`src/rtl/core/jddm_pkg.sv`:
```
// ----------------------------------------------------------------------------
// jddm_pkg
// Shared types and constants of the joystick differential drive mixer:
// sequencer states, divider handshake structs, register indexes and widths.
// ----------------------------------------------------------------------------
package jddm_pkg;

	// Configuration register indexes.
	localparam logic [1:0] REG_X_AXIS = 2'd0;
	localparam logic [1:0] REG_Y_AXIS = 2'd1;
	localparam logic [1:0] REG_TOGGLE = 2'd2;

	// Register reset values.
	localparam logic [7:0] X_AXIS_RESET = 8'd2;
	localparam logic [7:0] Y_AXIS_RESET = 8'd3;
	localparam logic [7:0] TOGGLE_RESET = 8'd16;

	// Datapath widths. Magnitudes reach 32768 and fit 16 bits; the
	// sum of two magnitudes reaches 65536 and needs 17 bits.
	localparam int MAG_W    = 17;
	localparam int SCALED_W = 23;                 // 32768 * 255 fits 23 bits
	localparam int PROD_W   = MAG_W + SCALED_W;   // shared multiplier result
	localparam int SHIFT    = 15;                 // divide by 32768
	localparam int QUOT_W   = 8;                  // drive magnitude 0..255
	localparam int DRIVE_W  = 9;
	localparam int DIV_STEPS = QUOT_W;
	localparam int DIV_CNT_W = $clog2(DIV_STEPS);

	localparam logic [SCALED_W-1:0] DRIVE_SCALE = SCALED_W'(255);

	// Sequencer states.
	typedef enum logic [2:0] {
		ST_IDLE,
		ST_PREP,
		ST_MUL_S,
		ST_MUL_T,
		ST_DIV,
		ST_OUT
	} state_t;

	// Divider control and status.
	typedef struct packed {
		logic start;
	} div_ctrl_t;

	typedef struct packed {
		logic busy;
		logic done;
	} div_stat_t;

endpackage

```
`src/rtl/core/jddm_div.sv`:
```
// ----------------------------------------------------------------------------
// jddm_div
// Restoring divider with one shared compare-and-subtract stage. It resolves
// one quotient bit per cycle over a fixed number of steps. The caller
// guarantees that the upper dividend part is already below the divisor.
// ----------------------------------------------------------------------------
module jddm_div (
	input  logic                             clk,
	input  logic                             arst_n,
	input  jddm_pkg::div_ctrl_t              ctrl,
	input  logic [jddm_pkg::MAG_W-1:0]       rem_init,
	input  logic [jddm_pkg::QUOT_W-1:0]      low_init,
	input  logic [jddm_pkg::MAG_W-1:0]       divisor,
	output jddm_pkg::div_stat_t              stat,
	output logic [jddm_pkg::QUOT_W-1:0]      quotient
);

	logic                             busy_q;
	logic [jddm_pkg::DIV_CNT_W-1:0]   cnt_q;
	logic [jddm_pkg::MAG_W-1:0]       rem_q;
	logic [jddm_pkg::QUOT_W-1:0]      low_q;
	logic [jddm_pkg::MAG_W-1:0]       div_q;
	logic [jddm_pkg::MAG_W:0]         trial;
	logic [jddm_pkg::MAG_W:0]         diff;
	logic                             fits;
	logic                             last;

	// Shift the next dividend bit into the partial remainder and compare.
	assign trial = {rem_q, low_q[jddm_pkg::QUOT_W-1]};
	assign diff  = trial - {1'b0, div_q};
	assign fits  = trial >= {1'b0, div_q};
	assign last  = cnt_q == jddm_pkg::DIV_CNT_W'(jddm_pkg::DIV_STEPS - 1);

	assign stat.busy = busy_q;
	assign stat.done = busy_q && last;
	assign quotient  = low_q;

	// Step counter and busy flag.
	always_ff @(posedge clk or negedge arst_n) begin
		if (!arst_n) begin
			busy_q <= 1'b0;
			cnt_q  <= '0;
		end else if (ctrl.start) begin
			busy_q <= 1'b1;
			cnt_q  <= '0;
		end else if (busy_q) begin
			cnt_q <= cnt_q + 1'b1;
			if (last) begin
				busy_q <= 1'b0;
			end
		end
	end

	// Remainder and dividend/quotient shift register.
	always_ff @(posedge clk) begin
		if (ctrl.start) begin
			rem_q <= rem_init;
			low_q <= low_init;
			div_q <= divisor;
		end else if (busy_q) begin
			rem_q <= fits ? diff[jddm_pkg::MAG_W-1:0] : trial[jddm_pkg::MAG_W-1:0];
			low_q <= {low_q[jddm_pkg::QUOT_W-2:0], fits};
		end
	end

endmodule

```
`src/rtl/core/joystick_differential_drive_mixer.sv`:
```
// ----------------------------------------------------------------------------
// joystick_differential_drive_mixer
// Arcade-drive mixer: joystick axis and button items in, left/right drive
// commands out, computed with one shared multiplier and a serial divider.
// ----------------------------------------------------------------------------
// An axis item on the turn or throttle axis stores the stick position and,
// while drive is enabled, yields one left/right pair: the prepare state forms
// the magnitudes, two passes go through the shared multiplier, the divider
// resolves one quotient bit per cycle, and the out state loads the output
// register once it is free. The next item is taken only after such an item
// has left the out state. Items that give no result are taken without leaving
// the idle state; a toggle release that turns drive off yields a zero pair
// through the out state, and a stick back at the center yields a zero pair
// through the prepare and out states. The input is not ready while an item is
// being worked on or while a finished pair waits for a full output register.
module joystick_differential_drive_mixer (
	input  logic                                clk,
	input  logic                                arst_n,
	// Configuration writes.
	input  logic                                cfg_we,
	input  logic [1:0]                          cfg_index,
	input  logic [7:0]                          cfg_wdata,
	// Input items.
	input  logic                                in_valid,
	output logic                                in_ready,
	input  logic                                is_axis,
	input  logic                                is_button,
	input  logic                                is_init,
	input  logic [7:0]                          event_number,
	input  logic signed [15:0]                  event_value,
	// Result items.
	output logic                                out_valid,
	input  logic                                out_ready,
	output logic signed [jddm_pkg::DRIVE_W-1:0] left_drive,
	output logic signed [jddm_pkg::DRIVE_W-1:0] right_drive
);

	localparam int MW = jddm_pkg::MAG_W;
	localparam int DW = jddm_pkg::DRIVE_W;

	jddm_pkg::state_t state_q, state_d;

	logic [7:0]  x_axis_q, y_axis_q, toggle_q;
	logic [15:0] x_pos_q, y_pos_q;
	logic        enabled_q;

	logic        accept, x_hit, y_hit, toggle_hit;

	logic [MW-1:0] x_ext, y_ext, ax, ay, mag, dif;
	logic          ay_ge;

	logic [MW-1:0]                 m_q, d_q, sum_q;
	logic                          ay_ge_q, xneg_q, yneg_q, zero_q;
	logic [jddm_pkg::SCALED_W-1:0] p_q;
	logic [jddm_pkg::QUOT_W-1:0]   s_q;

	logic [MW-1:0]                 mul_a;
	logic [jddm_pkg::SCALED_W-1:0] mul_b;
	logic [jddm_pkg::PROD_W-1:0]   prod;

	jddm_pkg::div_ctrl_t         div_ctrl;
	jddm_pkg::div_stat_t         div_stat;
	logic [jddm_pkg::QUOT_W-1:0] quot;

	logic          load;
	logic [DW-1:0] s9, t9, ns9, nt9, left_d, right_d;
	logic          out_valid_q;
	logic [DW-1:0] left_q, right_q;

	// Item decode.
	assign in_ready   = state_q == jddm_pkg::ST_IDLE;
	assign accept     = in_valid && in_ready;
	assign x_hit      = is_axis && event_number == x_axis_q;
	assign y_hit      = is_axis && !x_hit && event_number == y_axis_q;
	assign toggle_hit = !is_axis && is_button && !is_init && event_number == toggle_q
		&& event_value == 16'sd0;

	// Configuration registers.
	always_ff @(posedge clk or negedge arst_n) begin
		if (!arst_n) begin
			x_axis_q <= jddm_pkg::X_AXIS_RESET;
			y_axis_q <= jddm_pkg::Y_AXIS_RESET;
			toggle_q <= jddm_pkg::TOGGLE_RESET;
		end else if (cfg_we) begin
			case (cfg_index)
				jddm_pkg::REG_X_AXIS: x_axis_q <= cfg_wdata;
				jddm_pkg::REG_Y_AXIS: y_axis_q <= cfg_wdata;
				jddm_pkg::REG_TOGGLE: toggle_q <= cfg_wdata;
				default: ;
			endcase
		end
	end

	// Stick positions and drive enable.
	always_ff @(posedge clk or negedge arst_n) begin
		if (!arst_n) begin
			x_pos_q   <= '0;
			y_pos_q   <= '0;
			enabled_q <= 1'b0;
		end else if (accept) begin
			if (x_hit) begin
				x_pos_q <= event_value;
			end
			if (y_hit) begin
				y_pos_q <= event_value;
			end
			if (toggle_hit) begin
				enabled_q <= !enabled_q;
			end
		end
	end

	// Magnitudes of the stored positions.
	assign x_ext = {x_pos_q[15], x_pos_q};
	assign y_ext = {y_pos_q[15], y_pos_q};
	assign ax    = x_ext[MW-1] ? (~x_ext + MW'(1)) : x_ext;
	assign ay    = y_ext[MW-1] ? (~y_ext + MW'(1)) : y_ext;
	assign ay_ge = ay >= ax;
	assign mag   = ay_ge ? ay : ax;
	assign dif   = ay_ge ? (ay - ax) : (ax - ay);

	// Shared multiplier: first M * 255, then |ay - ax| * M * 255.
	assign mul_a = (state_q == jddm_pkg::ST_MUL_S) ? m_q : d_q;
	assign mul_b = (state_q == jddm_pkg::ST_MUL_S) ? jddm_pkg::DRIVE_SCALE : p_q;
	assign prod  = jddm_pkg::PROD_W'(mul_a) * jddm_pkg::PROD_W'(mul_b);

	// Sequencer state register.
	always_ff @(posedge clk or negedge arst_n) begin
		if (!arst_n) begin
			state_q <= jddm_pkg::ST_IDLE;
		end else begin
			state_q <= state_d;
		end
	end

	// Next state and divider start.
	always_comb begin
		state_d        = state_q;
		div_ctrl.start = 1'b0;
		case (state_q)
			jddm_pkg::ST_IDLE: begin
				if (accept && enabled_q && (x_hit || y_hit)) begin
					state_d = jddm_pkg::ST_PREP;
				end else if (accept && enabled_q && toggle_hit) begin
					state_d = jddm_pkg::ST_OUT;
				end
			end
			jddm_pkg::ST_PREP: begin
				state_d = (ax == '0 && ay == '0) ? jddm_pkg::ST_OUT : jddm_pkg::ST_MUL_S;
			end
			jddm_pkg::ST_MUL_S: begin
				state_d = jddm_pkg::ST_MUL_T;
			end
			jddm_pkg::ST_MUL_T: begin
				div_ctrl.start = 1'b1;
				state_d        = jddm_pkg::ST_DIV;
			end
			jddm_pkg::ST_DIV: begin
				if (div_stat.done) begin
					state_d = jddm_pkg::ST_OUT;
				end
			end
			jddm_pkg::ST_OUT: begin
				if (load) begin
					state_d = jddm_pkg::ST_IDLE;
				end
			end
			default: begin
				state_d = jddm_pkg::ST_IDLE;
			end
		endcase
	end

	// Working registers of the sequencer.
	always_ff @(posedge clk) begin
		if (state_q == jddm_pkg::ST_IDLE && accept) begin
			zero_q <= 1'b1;
		end
		if (state_q == jddm_pkg::ST_PREP) begin
			m_q     <= mag;
			d_q     <= dif;
			sum_q   <= ay + ax;
			ay_ge_q <= ay_ge;
			xneg_q  <= x_pos_q[15];
			yneg_q  <= y_pos_q[15];
			zero_q  <= ax == '0 && ay == '0;
		end
		if (state_q == jddm_pkg::ST_MUL_S) begin
			p_q <= prod[jddm_pkg::SCALED_W-1:0];
			s_q <= prod[jddm_pkg::SHIFT +: jddm_pkg::QUOT_W];
		end
	end

	// Divide (|ay - ax| * M * 255 / 32768) by (ay + ax); the quotient fits 8 bits,
	// so the bits above the low quotient byte already sit below the divisor.
	jddm_div u_div (
		.clk      (clk),
		.arst_n   (arst_n),
		.ctrl     (div_ctrl),
		.rem_init (MW'(prod[jddm_pkg::PROD_W-2:jddm_pkg::SHIFT + jddm_pkg::QUOT_W])),
		.low_init (prod[jddm_pkg::SHIFT +: jddm_pkg::QUOT_W]),
		.divisor  (sum_q),
		.stat     (div_stat),
		.quotient (quot)
	);

	// Quadrant mapping of the two magnitudes onto the motor sides.
	assign s9  = {1'b0, s_q};
	assign t9  = ay_ge_q ? {1'b0, quot} : -{1'b0, quot};
	assign ns9 = -s9;
	assign nt9 = -t9;

	always_comb begin
		left_d  = '0;
		right_d = '0;
		if (!zero_q) begin
			case ({xneg_q, yneg_q})
				2'b00: begin
					left_d  = ns9;
					right_d = nt9;
				end
				2'b10: begin
					left_d  = nt9;
					right_d = ns9;
				end
				2'b11: begin
					left_d  = s9;
					right_d = t9;
				end
				default: begin
					left_d  = t9;
					right_d = s9;
				end
			endcase
		end
	end

	// Output register.
	assign load = state_q == jddm_pkg::ST_OUT && (!out_valid_q || out_ready);

	always_ff @(posedge clk or negedge arst_n) begin
		if (!arst_n) begin
			out_valid_q <= 1'b0;
		end else if (load) begin
			out_valid_q <= 1'b1;
		end else if (out_ready) begin
			out_valid_q <= 1'b0;
		end
	end

	always_ff @(posedge clk) begin
		if (load) begin
			left_q  <= left_d;
			right_q <= right_d;
		end
	end

	assign out_valid   = out_valid_q;
	assign left_drive  = left_q;
	assign right_drive = right_q;

	// The divider only finishes while the sequencer waits for it.
	a_div_done_in_div: assert property (@(posedge clk) disable iff (!arst_n)
		div_stat.done |-> state_q == jddm_pkg::ST_DIV)
		else $error("divider finished outside the divide state");

	// The divider is running for the whole divide state.
	a_div_busy: assert property (@(posedge clk) disable iff (!arst_n)
		state_q == jddm_pkg::ST_DIV |-> div_stat.busy)
		else $error("divide state without a running divider");

	// The other side's drive never exceeds the main drive magnitude.
	a_turn_bound: assert property (@(posedge clk) disable iff (!arst_n)
		(state_q == jddm_pkg::ST_OUT && !zero_q) |-> quot <= s_q)
		else $error("turn magnitude above drive magnitude");

	// Drive values stay within -255..255.
	a_drive_range: assert property (@(posedge clk) disable iff (!arst_n)
		out_valid |-> (left_drive != 9'h100 && right_drive != 9'h100))
		else $error("drive value out of range");

endmodule
```
`config.mk`:
```
export PLATFORM = sky130hd
export DESIGN_NAME = joystick_differential_drive_mixer
export DESIGN_NICKNAME = d
export VERILOG_FILES = /design/src/rtl/core/jddm_pkg.sv /design/src/rtl/core/jddm_div.sv /design/src/rtl/core/joystick_differential_drive_mixer.sv
export SDC_FILE = /design/constraint.sdc
export NUM_CORES = 1
export LEC_CHECK = 0
export BUFFER_PORTS_ARGS = -buffer_cell sky130_fd_sc_hd__buf_4
export CAP_MARGIN = 20
export CORE_MARGIN = 2
export CORE_UTILIZATION = 23
export DETAILED_ROUTE_END_ITERATION = 12
export GPL_ROUTABILITY_DRIVEN = 1
export PLACE_DENSITY = 0.4
export RECOVER_POWER = 25
export SLEW_MARGIN = 20
export SYNTH_ARGS = -nofsm -noshare
export SYNTH_HDL_FRONTEND = slang
export SYNTH_SLANG_ARGS = --single-unit
```
`constraint.sdc`:
```
create_clock -name clk -period 23.6 [get_ports clk]
set_input_delay 0 -clock clk [delete_from_list [all_inputs] [get_ports clk]]
set_output_delay 0 -clock clk [all_outputs]
set_load 0.005 [all_outputs]
```
Word level (Yosys, flattened, before mapping)
Index checks and enable logic that the tools add are counted.

operators by class
  multipliers = 1
  div/mod/pow operators = 0
  eq/ne operators = 16
  reductions and logical operators = 38
  shift operators = 0
  bitwise logic cells = 2
  $lt $le $gt $ge = 2
  add/sub/neg operators = 10
  multiplexer cells = 30

operators with widths
  kind                   count
  $mux 17                6
  $pmux 9 s3             2
  $sub 17x17->17         3
  $mul 17x23->39         1
  $add 17x1->17 const B  2
  $logic_not 17->1       2
  $not 17->17            2
  $mux 16                2
  $eq 8x8->1             3
  $mux 23                1
  $mux 3                 7
  $ge 18x17->1           1
  $neg 8->9              2
  $pmux 3 s6             1
  $add 17x17->17         1
  $ge 17x17->1           1
  $logic_not 16->1       1
  $mux 8                 2
  $logic_and 1x1->1      15
  $reduce_and 2->1       6
  $eq 3x3->1 const B     3
  $mux 9                 1
  $neg 9->9              1
  $mux 1                 8
  13 further kinds       25

word-level totals
  register bits = 211
  memories = 0
  ROM bits = 0
  latch bits = 0
  logic and storage cells = 124
  output and inout bits = 20
  bits in writable memories = 0
  bits of input ports = 42

Depth between registers and ports, before layout
  word-level depth = 9
  depth in mapped cells = 31
  mapped depth without buffers = 27

Modules after synthesis
Synthesis repeated with hierarchy kept, for this count alone.

unflattened totals
  cell total of the unflattened synthesis = 2751
  area, all modules = 25385.6 µm²

by module, submodules not included
  module                             instances  seq. area each (µm²)  cells an instance  area an instance (µm²)
  joystick_differential_drive_mixer  1          4384.2                2467               22479.1
  jddm_div                           1          1361.3                284                2906.5

Least setup slack after synthesis
OpenSTA, ideal clock, no wires.

  path kind = flip-flop to flip-flop
  from = register state_q[0]
  to = register u_div.rem_q[4] (netlist bit) (data pin)
  data arrival time = 7.482 ns
  library setup time = 0.256 ns
  stages on the path, launching flop included = 29
  buffers on the path = 4
  clock period less this slack = 7.738 ns
  setup slack = 15.862 ns
  data required time = 23.344 ns
  cells stage by stage = dfrtp_1 > clkbuf_1 > nor2_1 > nand2_1 > inv_1 > buf_1 > clkbuf_1 > nor2_1 > nand2_1 > fa_1 > fa_1 > inv_1 > fa_1 > fa_1 > inv_1 > fa_1 > fa_1 > inv_1 > ha_1 > clkbuf_1 > a21oi_1 > o21a_1 > a22o_1 > o21ai_0 > nand3_1 > nand3b_1 > a2111oi_0 > o32ai_1 > a31o_2

on the way
  cells in the longest elaborated chain, start to end = 4
  elaborated cells between the ends (all ways) = 7
  classes of those cells = mul (1); eq/ne (2); mux (4)

ends and longest elaborated chain
  what                                RTL line                                                                            RTL
  start, declared                     joystick_differential_drive_mixer.sv:41                                             jddm_pkg::state_t state_q, state_d;
  start signal, assigned              joystick_differential_drive_mixer.sv:130                                            state_q <= jddm_pkg::ST_IDLE;
  start signal, assigned              joystick_differential_drive_mixer.sv:132                                            state_q <= state_d;
  $eq 3x2->1                          joystick_differential_drive_mixer.sv:123, joystick_differential_drive_mixer.sv:124
  $mux 17 or $mux 23 (tied branches)  joystick_differential_drive_mixer.sv:123, joystick_differential_drive_mixer.sv:124
  $mul 17x23->39                      joystick_differential_drive_mixer.sv:125                                            assign prod = jddm_pkg::PROD_W'(mul_a) * jddm_pkg::PROD_W'(mul_b);
  $mux 16 *                           jddm_div.sv:56                                                                      if (ctrl.start) begin
  end signal, assigned                jddm_div.sv:57                                                                      rem_q <= rem_init;
  end signal, assigned                jddm_div.sv:61                                                                      rem_q <= fits ? diff[jddm_pkg::MAG_W-1:0] : trial[jddm_pkg::MAG_W-1:0];
  end, declared                       jddm_div.sv:20                                                                      logic [jddm_pkg::MAG_W-1:0] rem_q;

Mark *: on every way between the ends. The rest lies on a longest branch, timed or not.
A chain may end at the register's enable or synchronous reset.

Final worst setup path
Same ends and word-level chain as after synthesis.

==> qor_table.md <==
| Metric | This run |
|---|---|
| Status | finished, violations left |
| Biggest cell delay along the critical path | 0.81 ns |
| # hold bufs at CTS | 32 |
| Crit end category | flip-flop |
| Core Rows | 121 |
| CP required | 23.95 ns |
| Cell type with the highest occurrence count on the critical path | fa_1 |
| Number of gates resized after CTS | 0 |
| Minimum setup slack in the final design | 14.22 ns |
| First-iteration detailed-routing DRC count | 1065 |
| Share of layout cells above drive strength 1 | 8.16% |
| Number of enable flip-flop cells after synthesis | 136 |
| Post-detailed-placement cell area | 0.0272 mm2 |
| Number of vias per cell after detailed routing | 4.45 |
| Global-route wire length before repair | 124 mm |
| Area share of the leading cell type in the synthesized netlist | 25.3% |
| Transition time at the pin with the least slew margin | 3.83 ns |
| Via count of the first global-routing pass | 19500 |
| Core footprint | 0.109 mm2 |
| Final std cell area, no fill | 0.0285 mm2 |
| Count of endpoints failing setup in the final report | 0 |
| Die Y-Extent | 335 um |
| Violations in the final reports | capacitance limit, slew limit |
| Area used by multi-input combinational logic | 0.0173 mm2 |
| Clock net sink count | 202 |
| Count of filler cells inserted in the layout | 11700 |
| Worst setup slack before clock tree synthesis | 14.24 ns |
| Final hold vios | 0 |
| Clock transition at the registers of the reported paths | 0.06 ns |
| Total number of yosys warnings | 0 |
| Root buf cell | clkbuf_16 |
| Detail-routed net length per standard cell | 18.9 um |
| GRT Resource Usage Total | 14.3% |
| Sequential element share of the synthesized area | 22.8% |
| Port-buffer cells | 61 |
| Library cells used by synthesis | 72 |
| Remaining antenna violation count | 0 |
| Synth-to-layout area growth | 13.3% |
| TritonCTS clock tree | yes |
| Average cell area after synthesis | 9.23 um2 |
| Number of buffers inserted by post-CTS setup repair | 0 |
| Highest clock rate | 107 MHz |
| Fraction of registers with async set or reset after synthesis | 32.2% |
| Pwr dens | 31.0 mW/mm2 |
| Leading post-synthesis cells by instance count | inv_1, nand2_1, fa_1 |
| Top_reg_cell synth | edfxtp_1 |
| Arrival @ worst endpoint | 9.73 ns |
| Total detailed-routing wirelength | 79.5 mm |
| Top post-synthesis cells by area | fa_1, edfxtp_1, ha_1 |
| Syn Std Cell Area | 0.0251 mm2 |
| Maximum buffer depth of the clock tree | 3 |
| Detailed-placement wirelength estimate | 63.6 mm |
| Worst-path fanout max | 52 |
| Synth Register Bits | 202 |
| Number of nets at the end of the flow | 3301 |
| DRC violation count after routing | 0 |
| Unrepaired setup endpoints after global routing | no |
| Die ar. | 0.112 mm2 |
| Element type at the critical path start | flip-flop |
| Clk_lat worst skew | 0.60 ns |
| Remaining global-route overflow | 0 |
| Finished Layout Cells | 4197 |
| Most repeated cell in the gate-level netlist after synthesis | inv_1 |
| Worst min-delay path category | in2reg |
| Placed instance count | 4112 |
| Post-route clock period utilization | 39.8% |
| Layout Skew | 0.0605 ns |
| CTS HTree Levels | 1 |
| Horiz. Die Dim | 335 um |
| Pin count of the biggest net entering global routing | 77 |
| Total number of vias | 18700 |
| Number of ports placed on the die boundary | 62 |
| Post-synth top area cell | fa_1 |
| Post-layout minimum cycle time | 9.38 ns |
| TritonCTS buffer count | 28 |
| Critical path start-end classification | reg2reg |
| Worst hold slack after final layout | 0.0682 ns |
| Fin Setup TNS | 0 ns |
| Cells after synthesis | 2722 |
| Maximum vdd drop | 0.0000518 V |
| Max-slew headroom | -155% |
| Initial standard-cell utilization of the core | 23.1% |
| Final-report max-slew violation count | 66 |
| 1st-pass router iterations | 5 |
| Standard cell with the maximum stage delay on the critical path | mux2i_1 |
| Count of maximum capacitance violations | 1 |
| Combined flip-flop and latch cell area | 0.00574 mm2 |
| Routability-driven placement congestion ratio | 0.825 |
| Initial antenna violation count | 1 |
| Leakage power total | 13.4 nW |
area by class of cell:
cell class / instances / area share [%]
Inverter: 457 / 6.02
Clock inverter: 19 / 0.888
Tap cell: 1414 / 6.21
Antenna cell: 1 / 0.00879
Timing Repair Buffer: 123 / 3.46
Multi-Input combinational cell: 1948 / 60.7
Clock buffer: 33 / 2.56
Sequential cell: 202 / 20.1
cell usage in the layout, fill, tap and decap left out, types with 10 or more instances in the layout:
cell type | Yosys | final
a211oi_1 | 12 | 12
a21o_1 | 34 | 34
a21oi_1 | 120 | 120
a31oi_1 | 17 | 16
and2_1 | 24 | 24
and3_1 | 90 | 90
buf_4 | 1 | 82
clkbuf_16 | 0 | 28
dfrtp_1 | 61 | 61
dlygate4sd3_1 | 0 | 32
edfxtp_1 | 136 | 136
fa_1 | 317 | 317
ha_1 | 182 | 182
inv_1 | 456 | 455
mux2_2 | 63 | 63
mux2i_1 | 46 | 46
nand2_1 | 349 | 348
nand2b_1 | 32 | 32
nand3_1 | 29 | 29
nand4_1 | 18 | 18
nor2_1 | 174 | 172
nor2b_1 | 19 | 18
nor3_1 | 36 | 36
nor4_1 | 20 | 20
o211ai_1 | 10 | 10
o21a_1 | 18 | 18
o21ai_0 | 66 | 66
o21bai_1 | 17 | 17
or3_1 | 12 | 12
xnor2_1 | 87 | 87
xor2_1 | 50 | 50
state kept, by name, indices dropped and copies added (netlist names), 9 cells and up:
register     cells
p_q             23
d_q             17
m_q             17
u_div.div_q     17
u_div.rem_q     17
sum_q           16
x_pos_q         16
y_pos_q         16
left_drive       9
right_drive      9
per-layer routing:
metal / wire, um / global-route usage [%] / vias to the layer above
met5: 0 / 0 / -
met1: 38400 / 20.7 / 9352
met2: 36900 / 23.3 / 363
met3: 3190 / 1.54 / 53
li1: - / - / 8905
met4: 995 / 2.28 / 0
power breakdown:
part           switching (W)  leakage [nW]   total, W  internal (W)
Clock               0.000175         0.475   0.000451      0.000276
Sequential        0.00000515          1.96   0.000390      0.000385
Combinational      0.0000190          10.9  0.0000413     0.0000223
Total               0.000199          13.4   0.000882      0.000683
critical path, delay by kind of cell, from the launching register on:
family,cells,cell delay [ns]
adders and majority gates,7,3.48
and+or+nand+nor,5,0.74
buffers and inverters,7,1.60
DFF,1,0.45
AOI/OAI and AO/OA,7,2.00
muxes,1,0.81
final timing paths:
path                                                 end  slack [ns]                    from  cells past startpoint
worst max-delay path            u_div.rem_q[4]$_DFFE_PP_       14.22  state_q[0]$_DFFE_PN0P_                     27
worst min-delay path              state_q[0]$_DFFE_PN0P_        0.07                 is_init                      8
worst max register to register  u_div.rem_q[4]$_DFFE_PP_       14.22  state_q[0]$_DFFE_PN0P_                     27
worst min register to register  u_div.div_q[4]$_DFFE_PP_        0.39      sum_q[4]$_DFFE_PN_                      0
max in group asynchronous        y_pos_q[12]$_DFFE_PN0P_       20.13                  arst_n                      2
min in group asynchronous         y_pos_q[3]$_DFFE_PN0P_        1.30                  arst_n                      2
cell families (layout without fill, tap and decap cells):
logic type | count (synthesis) | in the layout | share of synthesized area (%)
other cells | 2 | 4 | 0.0299
simple gates | 840 | 840 | 15.6
buf+inv | 573 | 632 | 8.57
mux | 111 | 111 | 4.84
compound gates | 357 | 357 | 8.97
flops | 202 | 202 | 22.8
fa+ha+maj | 499 | 499 | 34.3
xor+xnor | 138 | 138 | 4.84
stage by stage:
step / util (%) / total power, W
floorplan: - / 0.000418
global placement: 25.0 / 0.000435
detailed placement: 25.0 / 0.000435
CTS: 26.2 / 0.000900
global route: 26.2 / 0.000916
finish: 26.2 / 0.000882
(Power assumes the default switching activity.)
